<file path="src/rtl/lgh_pkg.sv">
// ----------------------------------------------------------------------------
// lgh_pkg
// Shared types and constants for the Lehmer generator with histogram.
// ----------------------------------------------------------------------------
package lgh_pkg;

  localparam int unsigned VAL_W  = 31;  // generator value and register width
  localparam int unsigned BIN_W  = 5;   // bin field width on the stream
  localparam int unsigned CNT_W  = 32;  // histogram count width
  localparam int unsigned CMD_W  = 2;
  localparam int unsigned IDX_W  = 5;   // bin_index field width
  localparam int unsigned PROD_W = 2 * VAL_W;
  localparam int unsigned REG_W  = 2;   // configuration index width

  localparam logic [VAL_W-1:0] MULT_RST = 31'd16807;
  localparam logic [VAL_W-1:0] MOD_RST  = 31'd2147483647;
  localparam logic [VAL_W-1:0] SEED_RST = 31'd12345;

  localparam logic [REG_W-1:0] REG_MULT = 2'd0;
  localparam logic [REG_W-1:0] REG_MOD  = 2'd1;
  localparam logic [REG_W-1:0] REG_SEED = 2'd2;

  typedef enum logic [CMD_W-1:0] {
    CMD_GEN     = 2'd0,
    CMD_READ    = 2'd1,
    CMD_RESTART = 2'd2,
    CMD_NOP     = 2'd3
  } cmd_e;

  typedef enum logic [2:0] {
    ST_IDLE,
    ST_CALC,
    ST_READ,
    ST_UPD,
    ST_OUT
  } state_e;

endpackage

</file>
<file path="src/rtl/lgh_ram.sv">
// ----------------------------------------------------------------------------
// lgh_ram
// Generic single-port-write, single-port-read RAM with registered read data.
// ----------------------------------------------------------------------------
module lgh_ram #(
  parameter int unsigned WIDTH = 32,
  parameter int unsigned DEPTH = 20
) (
  input  logic                     clk_i,
  input  logic                     we_i,
  input  logic [$clog2(DEPTH)-1:0] waddr_i,
  input  logic [WIDTH-1:0]         wdata_i,
  input  logic [$clog2(DEPTH)-1:0] raddr_i,
  output logic [WIDTH-1:0]         rdata_o
);

  logic [WIDTH-1:0] mem_q [DEPTH];
  logic [WIDTH-1:0] rdata_q;

  always_ff @(posedge clk_i) begin
    if (we_i) begin
      mem_q[waddr_i] <= wdata_i;
    end
    rdata_q <= mem_q[raddr_i];
  end

  assign rdata_o = rdata_q;

endmodule

</file>
<file path="src/rtl/lgh_modred.sv">
// ----------------------------------------------------------------------------
// lgh_modred
// Multiplies the value by the multiplier, then reduces the 62-bit product
// modulo the modulus one bit per cycle (restoring remainder).
// ----------------------------------------------------------------------------
module lgh_modred (
  input  logic                  clk_i,
  input  logic                  rst_ni,
  input  logic                  start_i,
  input  logic [lgh_pkg::VAL_W-1:0] mult_i,
  input  logic [lgh_pkg::VAL_W-1:0] value_i,
  input  logic [lgh_pkg::VAL_W-1:0] mod_i,
  output logic                  busy_o,
  output logic [lgh_pkg::VAL_W-1:0] rem_o
);
  import lgh_pkg::*;

  localparam int unsigned CW = $clog2(PROD_W);

  logic              busy_q;
  logic [CW-1:0]     cnt_q;
  logic [PROD_W-1:0] prod_q;
  logic [VAL_W-1:0]  rem_q;
  logic [VAL_W:0]    trial;
  logic [VAL_W:0]    diff;
  logic              ge;

  // shift the next product bit into the partial remainder
  assign trial = {rem_q, prod_q[PROD_W-1]};
  assign ge    = trial >= {1'b0, mod_i};
  assign diff  = trial - {1'b0, mod_i};

  always_ff @(posedge clk_i or negedge rst_ni) begin
    if (!rst_ni) begin
      busy_q <= 1'b0;
      cnt_q  <= '0;
    end else if (start_i) begin
      busy_q <= (mod_i != '0);
      cnt_q  <= '0;
    end else if (busy_q) begin
      cnt_q <= cnt_q + 1'b1;
      if (cnt_q == CW'(PROD_W - 1)) begin
        busy_q <= 1'b0;
      end
    end
  end

  always_ff @(posedge clk_i) begin
    if (start_i) begin
      prod_q <= PROD_W'(mult_i) * PROD_W'(value_i);
      rem_q  <= '0;
    end else if (busy_q) begin
      prod_q <= {prod_q[PROD_W-2:0], 1'b0};
      rem_q  <= ge ? diff[VAL_W-1:0] : trial[VAL_W-1:0];
    end
  end

  assign busy_o = busy_q;
  assign rem_o  = rem_q;

endmodule

</file>
<file path="src/rtl/lgh_bindiv.sv">
// ----------------------------------------------------------------------------
// lgh_bindiv
// Bin of a value: floor(NUM_BINS * value / modulus) by long division,
// one quotient bit per cycle.
// ----------------------------------------------------------------------------
module lgh_bindiv #(
  parameter int unsigned NUM_BINS = 20
) (
  input  logic                          clk_i,
  input  logic                          rst_ni,
  input  logic                          start_i,
  input  logic [lgh_pkg::VAL_W-1:0]     value_i,
  input  logic [lgh_pkg::VAL_W-1:0]     mod_i,
  output logic                          busy_o,
  output logic [$clog2(NUM_BINS)-1:0]   bin_o
);
  import lgh_pkg::*;

  localparam int unsigned QW = $clog2(NUM_BINS);
  localparam int unsigned NW = VAL_W + QW;
  localparam int unsigned CW = $clog2(QW + 1);
  localparam logic [QW-1:0] LAST_BIN = QW'(NUM_BINS - 1);

  logic          busy_q;
  logic [CW-1:0] cnt_q;
  logic [NW-1:0] num_q;
  logic [NW-1:0] div_q;
  logic [QW-1:0] quo_q;
  logic          ge;
  logic          saturate;

  assign ge       = num_q >= div_q;
  // value at or above the modulus, or no modulus: top bin
  assign saturate = (mod_i == '0) || (value_i >= mod_i);

  always_ff @(posedge clk_i or negedge rst_ni) begin
    if (!rst_ni) begin
      busy_q <= 1'b0;
      cnt_q  <= '0;
    end else if (start_i) begin
      busy_q <= !saturate;
      cnt_q  <= '0;
    end else if (busy_q) begin
      cnt_q <= cnt_q + 1'b1;
      if (cnt_q == CW'(QW - 1)) begin
        busy_q <= 1'b0;
      end
    end
  end

  always_ff @(posedge clk_i) begin
    if (start_i) begin
      num_q <= NW'(NUM_BINS) * NW'(value_i);
      div_q <= NW'(mod_i) << (QW - 1);
      quo_q <= saturate ? LAST_BIN : '0;
    end else if (busy_q) begin
      num_q <= ge ? (num_q - div_q) : num_q;
      div_q <= div_q >> 1;
      quo_q <= QW'({quo_q, ge});
    end
  end

  assign busy_o = busy_q;
  assign bin_o  = (32'(quo_q) >= NUM_BINS) ? LAST_BIN : quo_q;

endmodule

</file>
<file path="src/rtl/lehmer_generator_with_histogram_core.sv">
// ----------------------------------------------------------------------------
// lehmer_generator_with_histogram_core
// Multiplicative congruential generator with a histogram of emitted values.
// ----------------------------------------------------------------------------
// Input requests arrive on s_axis (cmd, bin_index); every request returns one
// result on m_axis (value, bin, count).
//   generate: emits the current value and its bin, bumps that bin's count
//     (saturating) and advances the value to multiplier * value mod modulus.
//   read:     returns the count of bin_index (zero beyond the last bin).
//   restart:  reloads the seed and clears every count.
// Configuration (multiplier, modulus, seed) is written through cfg_* while
// the core is idle.
// Generate waits for the bit-serial 62-bit modular reduction and then, like
// read, passes through the RAM read and update states; restart and the unused
// code go straight to the output. One request is in flight at a time; the next
// is taken the cycle after its result is loaded.
// The counts live in a RAM; per-bin valid flops mark cleared entries, so
// reset and restart take effect at once with no clearing pass.
// A stalled receiver holds the result in the output register; one further
// request is still worked off and then waits until that register frees.
// ----------------------------------------------------------------------------
module lehmer_generator_with_histogram_core #(
  parameter int unsigned NUM_BINS = 20
) (
  input  logic        clk_i,
  input  logic        rst_ni,
  // configuration
  input  logic        cfg_we_i,
  input  logic [1:0]  cfg_idx_i,
  input  logic [30:0] cfg_wdata_i,
  // requests
  input  logic        s_axis_tvalid,
  output logic        s_axis_tready,
  input  logic [7:0]  s_axis_tdata,   // cmd[1:0], bin_index[6:2], zero[7]
  // results
  output logic        m_axis_tvalid,
  input  logic        m_axis_tready,
  output logic [71:0] m_axis_tdata    // value[30:0], bin[35:31], count[67:36],
                                      // zero[71:68]
);
  import lgh_pkg::*;

  localparam int unsigned BW = $clog2(NUM_BINS);

  state_e            state_q, state_d;
  cmd_e              cmd_q;
  logic [BW-1:0]     addr_q;
  logic              in_range_q;
  logic [VAL_W-1:0]  mult_q, mod_q, seed_q, cur_q;
  logic [NUM_BINS-1:0] vld_q;
  logic [VAL_W-1:0]  res_value_q;
  logic [BIN_W-1:0]  res_bin_q;
  logic [CNT_W-1:0]  res_count_q;
  logic              m_valid_q;
  logic [VAL_W-1:0]  out_value_q;
  logic [BIN_W-1:0]  out_bin_q;
  logic [CNT_W-1:0]  out_count_q;

  logic              in_fire;
  logic              out_free;
  logic [CMD_W-1:0]  in_cmd;
  logic [IDX_W-1:0]  in_idx;
  logic              in_ok;
  logic              unit_start;
  logic              units_busy;
  logic              ram_we;
  logic              load_out;
  logic              mr_busy, bd_busy;
  logic [VAL_W-1:0]  mr_rem;
  logic [BW-1:0]     bd_bin;
  logic [CNT_W-1:0]  rd_data;
  logic [CNT_W-1:0]  cnt_cur;
  logic [CNT_W-1:0]  cnt_inc;

  assign in_cmd  = s_axis_tdata[1:0];
  assign in_idx  = s_axis_tdata[6:2];
  assign in_ok   = 32'(in_idx) < NUM_BINS;
  assign in_fire = s_axis_tvalid && s_axis_tready;
  assign out_free = !m_valid_q || m_axis_tready;
  assign units_busy = mr_busy || bd_busy;

  // never-written entries read as zero
  assign cnt_cur = vld_q[addr_q] ? rd_data : '0;
  assign cnt_inc = (cnt_cur == '1) ? cnt_cur : cnt_cur + 1'b1;

  lgh_modred u_modred (
    .clk_i   (clk_i),
    .rst_ni  (rst_ni),
    .start_i (unit_start),
    .mult_i  (mult_q),
    .value_i (cur_q),
    .mod_i   (mod_q),
    .busy_o  (mr_busy),
    .rem_o   (mr_rem)
  );

  lgh_bindiv #(
    .NUM_BINS (NUM_BINS)
  ) u_bindiv (
    .clk_i   (clk_i),
    .rst_ni  (rst_ni),
    .start_i (unit_start),
    .value_i (cur_q),
    .mod_i   (mod_q),
    .busy_o  (bd_busy),
    .bin_o   (bd_bin)
  );

  lgh_ram #(
    .WIDTH (CNT_W),
    .DEPTH (NUM_BINS)
  ) u_counts (
    .clk_i   (clk_i),
    .we_i    (ram_we),
    .waddr_i (addr_q),
    .wdata_i (cnt_inc),
    .raddr_i (addr_q),
    .rdata_o (rd_data)
  );

  // next state
  always_comb begin
    state_d = state_q;
    case (state_q)
      ST_IDLE: begin
        if (in_fire) begin
          case (cmd_e'(in_cmd))
            CMD_GEN:  state_d = ST_CALC;
            CMD_READ: state_d = ST_READ;
            default:  state_d = ST_OUT;
          endcase
        end
      end
      ST_CALC: begin
        if (!units_busy) begin
          state_d = ST_READ;
        end
      end
      ST_READ: state_d = ST_UPD;
      ST_UPD:  state_d = ST_OUT;
      ST_OUT: begin
        if (out_free) begin
          state_d = ST_IDLE;
        end
      end
      default: state_d = ST_IDLE;
    endcase
  end

  // state outputs
  always_comb begin
    s_axis_tready = 1'b0;
    unit_start    = 1'b0;
    ram_we        = 1'b0;
    load_out      = 1'b0;
    case (state_q)
      ST_IDLE: begin
        s_axis_tready = 1'b1;
        unit_start    = s_axis_tvalid && (cmd_e'(in_cmd) == CMD_GEN);
      end
      ST_UPD:  ram_we   = (cmd_q == CMD_GEN);
      ST_OUT:  load_out = out_free;
      default: ;
    endcase
  end

  always_ff @(posedge clk_i or negedge rst_ni) begin
    if (!rst_ni) begin
      state_q   <= ST_IDLE;
      mult_q    <= MULT_RST;
      mod_q     <= MOD_RST;
      seed_q    <= SEED_RST;
      cur_q     <= SEED_RST;
      vld_q     <= '0;
      m_valid_q <= 1'b0;
    end else begin
      state_q <= state_d;
      if (cfg_we_i) begin
        case (cfg_idx_i)
          REG_MULT: mult_q <= cfg_wdata_i;
          REG_MOD:  mod_q  <= cfg_wdata_i;
          REG_SEED: seed_q <= cfg_wdata_i;
          default:  ;
        endcase
      end
      if (in_fire && (cmd_e'(in_cmd) == CMD_RESTART)) begin
        cur_q <= seed_q;
        vld_q <= '0;
      end
      if (ram_we) begin
        cur_q         <= mr_rem;
        vld_q[addr_q] <= 1'b1;
      end
      if (load_out) begin
        m_valid_q <= 1'b1;
      end else if (m_axis_tready) begin
        m_valid_q <= 1'b0;
      end
    end
  end

  always_ff @(posedge clk_i) begin
    if (in_fire) begin
      cmd_q       <= cmd_e'(in_cmd);
      addr_q      <= in_ok ? BW'(in_idx) : '0;
      in_range_q  <= in_ok;
      res_value_q <= (cmd_e'(in_cmd) == CMD_GEN) ? cur_q : '0;
      res_bin_q   <= '0;
      res_count_q <= '0;
    end
    if ((state_q == ST_CALC) && !units_busy) begin
      addr_q    <= bd_bin;
      res_bin_q <= BIN_W'(bd_bin);
    end
    if ((state_q == ST_UPD) && (cmd_q == CMD_READ)) begin
      res_count_q <= in_range_q ? cnt_cur : '0;
    end
    if (load_out) begin
      out_value_q <= res_value_q;
      out_bin_q   <= res_bin_q;
      out_count_q <= res_count_q;
    end
  end

  assign m_axis_tvalid = m_valid_q;
  assign m_axis_tdata  = {4'b0, out_count_q, out_bin_q, out_value_q};

endmodule

</file>
<file path="config.mk">
export PLATFORM = sky130hd
export DESIGN_NAME = lehmer_generator_with_histogram_core
export DESIGN_NICKNAME = d
export VERILOG_FILES = /design/src/rtl/lgh_pkg.sv /design/src/rtl/lgh_ram.sv /design/src/rtl/lgh_modred.sv /design/src/rtl/lgh_bindiv.sv /design/src/rtl/lehmer_generator_with_histogram_core.sv
export SDC_FILE = /design/constraint.sdc
export NUM_CORES = 2
export LEC_CHECK = 0
export BUFFER_PORTS_ARGS = -buffer_cell sky130_fd_sc_hd__buf_4
export CORE_ASPECT_RATIO = 2
export CORE_MARGIN = 10
export CORE_UTILIZATION = 45
export CTS_CLUSTER_DIAMETER = 200
export DETAILED_ROUTE_END_ITERATION = 10
export SLEW_MARGIN = 20
export SYNTH_ARGS = -nofsm -noshare
export SYNTH_HDL_FRONTEND = slang
export SYNTH_SLANG_ARGS = --single-unit
</file>
<file path="constraint.sdc">
create_clock -name clk_i -period 11.75 [get_ports clk_i]
set_clock_uncertainty 0.1 [all_clocks]
set_input_delay 2.9375 -clock clk_i [delete_from_list [all_inputs] [get_ports clk_i]]
set_output_delay 2.9375 -clock clk_i [all_outputs]
set_load 0.01 [all_outputs]
</file>
==> flow_metrics.py <==
metrics = {
    "clocking": {
        "clkTransAtPathRegs_ns": 0.07,
        "clk_path_buf_depth": 3,
        "postCtsSetupBuffers": 0,
        "clkLatencyLatePin_ns": 0.74,
        "clockRootBuffer": "clkbuf_16",
        "htreeDepth": 3,
        "cts_buffers": 103,
        "hold_buffers": 0,
        "cts_resized": 0,
        "cts_tree": "done",
        "cts.sinks": 1144,
    },
    "sta": {
        "max_clock_freq_mhz": 102,
        "final-setup-viol-count": 0,
        "setup_tns_ns": 0,
        "tightest_slew_ns": 1.25,
        "fin_crit_sh_pct": 83.1,
        "finalWorstSetupSlack_ns": 1.99,
        "period_minus_slack_ns": 9.76,
        "rsz0062_at_grt": "no",
        "relSlewSlack_pct": 16.1,
        "hold_viol": 0,
        "slew_viol_final": 0,
    },
    "critical_path": {
        "critPathMaxStageDelay_ns": 1.06,
        "critical_path_buf_inv_count": 4,
        "path_max_fanout": 19,
        "crit_path_start_kind": "flip-flop",
        "critical_path.top_delay_family": "adder cells",
        "critical_path_required_ns": 12.07,
        "crit_path_top_delay_cell": "dfrtp_1",
        "path_class": "flip-flop to flip-flop",
        "cpMostUsedCell": "fa_1",
        "arrival_ns": 10.08,
        "crit_path_end_kind": "flip-flop",
        "path_cells": "buf_4, nand2_1, fa_1, fa_1, fa_1, fa_1, inv_1, fa_1, fa_1, fa_1, inv_1, fa_1, inv_1, ha_1, nand4_1, or4_1, nand2b_1, o311ai_1, o211ai_1, a211oi_2, o21ai_1, o21ai_1, xnor2_1, o21ai_1",
    },
    "yosys": {
        "synth_edf_count": 916,
        "synth_largest_area_cell": "edfxtp_1",
        "syn_area_per_cell_um2": 11.9,
        "synth_seq_cells": 1144,
        "synth.area.top_cells": "edfxtp_1, fa_1, ha_1",
        "yosys_most_used_dff": "edfxtp_1",
        "synth.cell_area_mm2": 0.0809,
        "synthCells": 6783,
        "synth.most_common_cell": "edfxtp_1",
        "synthArstFlopShare_pct": 13.9,
        "ys_types": 83,
        "netlist_top_cells_count": "edfxtp_1, inv_1, fa_1, nand2_1, and2_1",
        "ys_seq_area_share_pct": 40.7,
        "ys_warn_count": 0,
        "synth_top_area_share_pct": 34.0,
    },
    "placed_design": {
        "dp.cells": 9000,
        "dp_slack_ns": 2.15,
        "dp.final_hpwl_um": 166000,
        "port_buffers": 114,
        "gp_congestion": 0.943,
    },
    "layout": {
        "fillCellCount": 15900,
        "syn_to_final_growth_pct": 9.09,
        "layout-drive-gt1-share_pct": 12.1,
        "nets": 8075,
        "stdcell_count": 9201,
    },
    "run_status": {
        "status": "complete, no violations",
    },
    "route": {
        "drt_iter0_markers": 3077,
        "firstDrtPassIters": 5,
        "wl_per_cell_um": 24.3,
        "drt-total-wl_um": 223000,
        "vias": 51900,
        "route.detailed.drc": 0,
        "avgViaCountPerCell": 5.64,
        "drtAntennaViolNets": 0,
    },
    "min_path": {
        "hp-class": "flip-flop to flip-flop",
    },
    "flow_run": {
        "drv_cap": 0,
    },
    "floorplan": {
        "rows": 220,
        "core_area_mm2": 0.179,
        "die_area_mm2": 0.198,
        "dieHeight_um": 619,
        "die_w_um": 320,
        "boundaryPins": 120,
        "start_util_pct": 45.1,
    },
    "grt": {
        "grt_antenna_before_repair": 16,
        "grt_usage_pct": 22.6,
        "overflow": 0,
        "first_global_vias": 57100,
        "grt_max_degree": 127,
        "grt_pass1_wl_um": 340000,
    },
}
[per-stage QoR]
| step | util [%] | instance area [um2] | hold slack (ns) |
|---|---|---|---|
| 6_report | 49.2 | 88200 | 0.314 |
| 5_1_grt | 49.2 | 88200 | 0.322 |
| 4_1_cts | 49.2 | 88100 | 0.319 |
| 3_5_place_dp | 47.2 | 84500 | 0.305 |
| 3_3_place_gp | 47.2 | 84500 | 0.301 |
| 2_1_floorplan | - | 80900 | 0.300 |
[state kept, by name, summed over array words and instances (netlist names), 5 cells and up]
signal and count:
addr_q 5, cur_q 31, mod_q 31, mult_q 31, out_bin_q 5, out_count_q 32
out_value_q 31, res_bin_q 5, res_count_q 32, res_value_q 31, seed_q 31, u_bindiv.div_q 35
u_bindiv.num_q 36, u_bindiv.quo_q 5, u_counts.mem_q 640, u_counts.rdata_o 32, u_modred.cnt_q 6, u_modred.prod_q 62
u_modred.rem_o 31, vld_q 20
[per-layer routing]
metal / up-vias / part of all wire [%] / track usage [%]
met5: - / 0.055 / 0
met1: 27000 / 33 / 22.2
met3: 700 / 4.0 / 2.82
met4: 20 / 6.4 / 13.0
li1: 22800 / - / -
met2: 1414 / 57 / 44.6
[logic make-up (layout without fill, tap and decap cells)]
family          after synthesis  count (layout)  share of synthesized area (%)
simple gates               1791            1791                           11.0
fa+ha+maj                  1255            1255                           27.2
buf+inv                    1240            1319                           5.79
flops                      1144            1144                           40.7
compound gates              812             812                           6.13
mux                         374             374                           7.33
xor+xnor                    166             166                           1.80
other cells                   1               9                        0.00464
[final timing paths]
check	from	end	slack (ns)	depth (start not counted)
worst min-delay path	res_count_q[23]	out_count_q[23]	0.31	0
min in group asynchronous	rst_ni	cur_q[1]	2.11	1
worst min register to register	res_count_q[23]	out_count_q[23]	0.31	0
max in group asynchronous	rst_ni	cur_q[27]	7.55	3
worst max-delay path	cur_q[11]	u_modred.prod_q[58]	1.99	24
worst max register to register	cur_q[11]	u_modred.prod_q[58]	1.99	24
[cell usage in the layout (no fill, tap or decap), types with 17 or more instances in the layout]
master / synthesis / layout
o21ai_0: 242 / 240
o21bai_1: 20 / 20
a211oi_1: 32 / 32
xnor2_1: 78 / 75
dfrtp_1: 109 / 92
fa_1: 840 / 840
and2_1: 570 / 570
nor2b_1: 36 / 36
dfxtp_1: 69 / 69
mux2i_1: 113 / 113
dfstp_2: 50 / 50
nor2_1: 218 / 177
dfrtp_2: 0 / 17
nand3_1: 93 / 93
o22ai_1: 32 / 32
clkbuf_16: 0 / 104
nand4_1: 53 / 53
nand2_1: 677 / 676
inv_1: 874 / 874
o21a_1: 24 / 24
ha_1: 415 / 415
a21oi_1: 214 / 213
mux2_2: 96 / 96
clkbuf_1: 313 / 19
nor2_2: 0 / 26
edfxtp_1: 916 / 916
and3_1: 33 / 32
a21o_1: 106 / 106
buf_4: 5 / 247
xor2_1: 88 / 88
mux4_2: 165 / 165
nor3_1: 29 / 21
a31oi_1: 26 / 25
[cell type report]
type                            count  area [um2]  share of cell area [%]
Sequential cell                  1144       33000                    37.4
Tap cell                         2331        2920                    3.31
Multi-Input combinational cell   4402       43600                    49.4
Clock inverter                     70         890                    1.01
Timing Repair Buffer              249        1890                    2.14
Inverter                          874        3280                    3.72
Clock buffer                      126        2720                    3.08
Antenna cell                        5        12.5                  0.0142
Power is left out: the tool's default activity adds up to more than one toggle a clock period on the data nets, which glitch-free logic cannot reach.
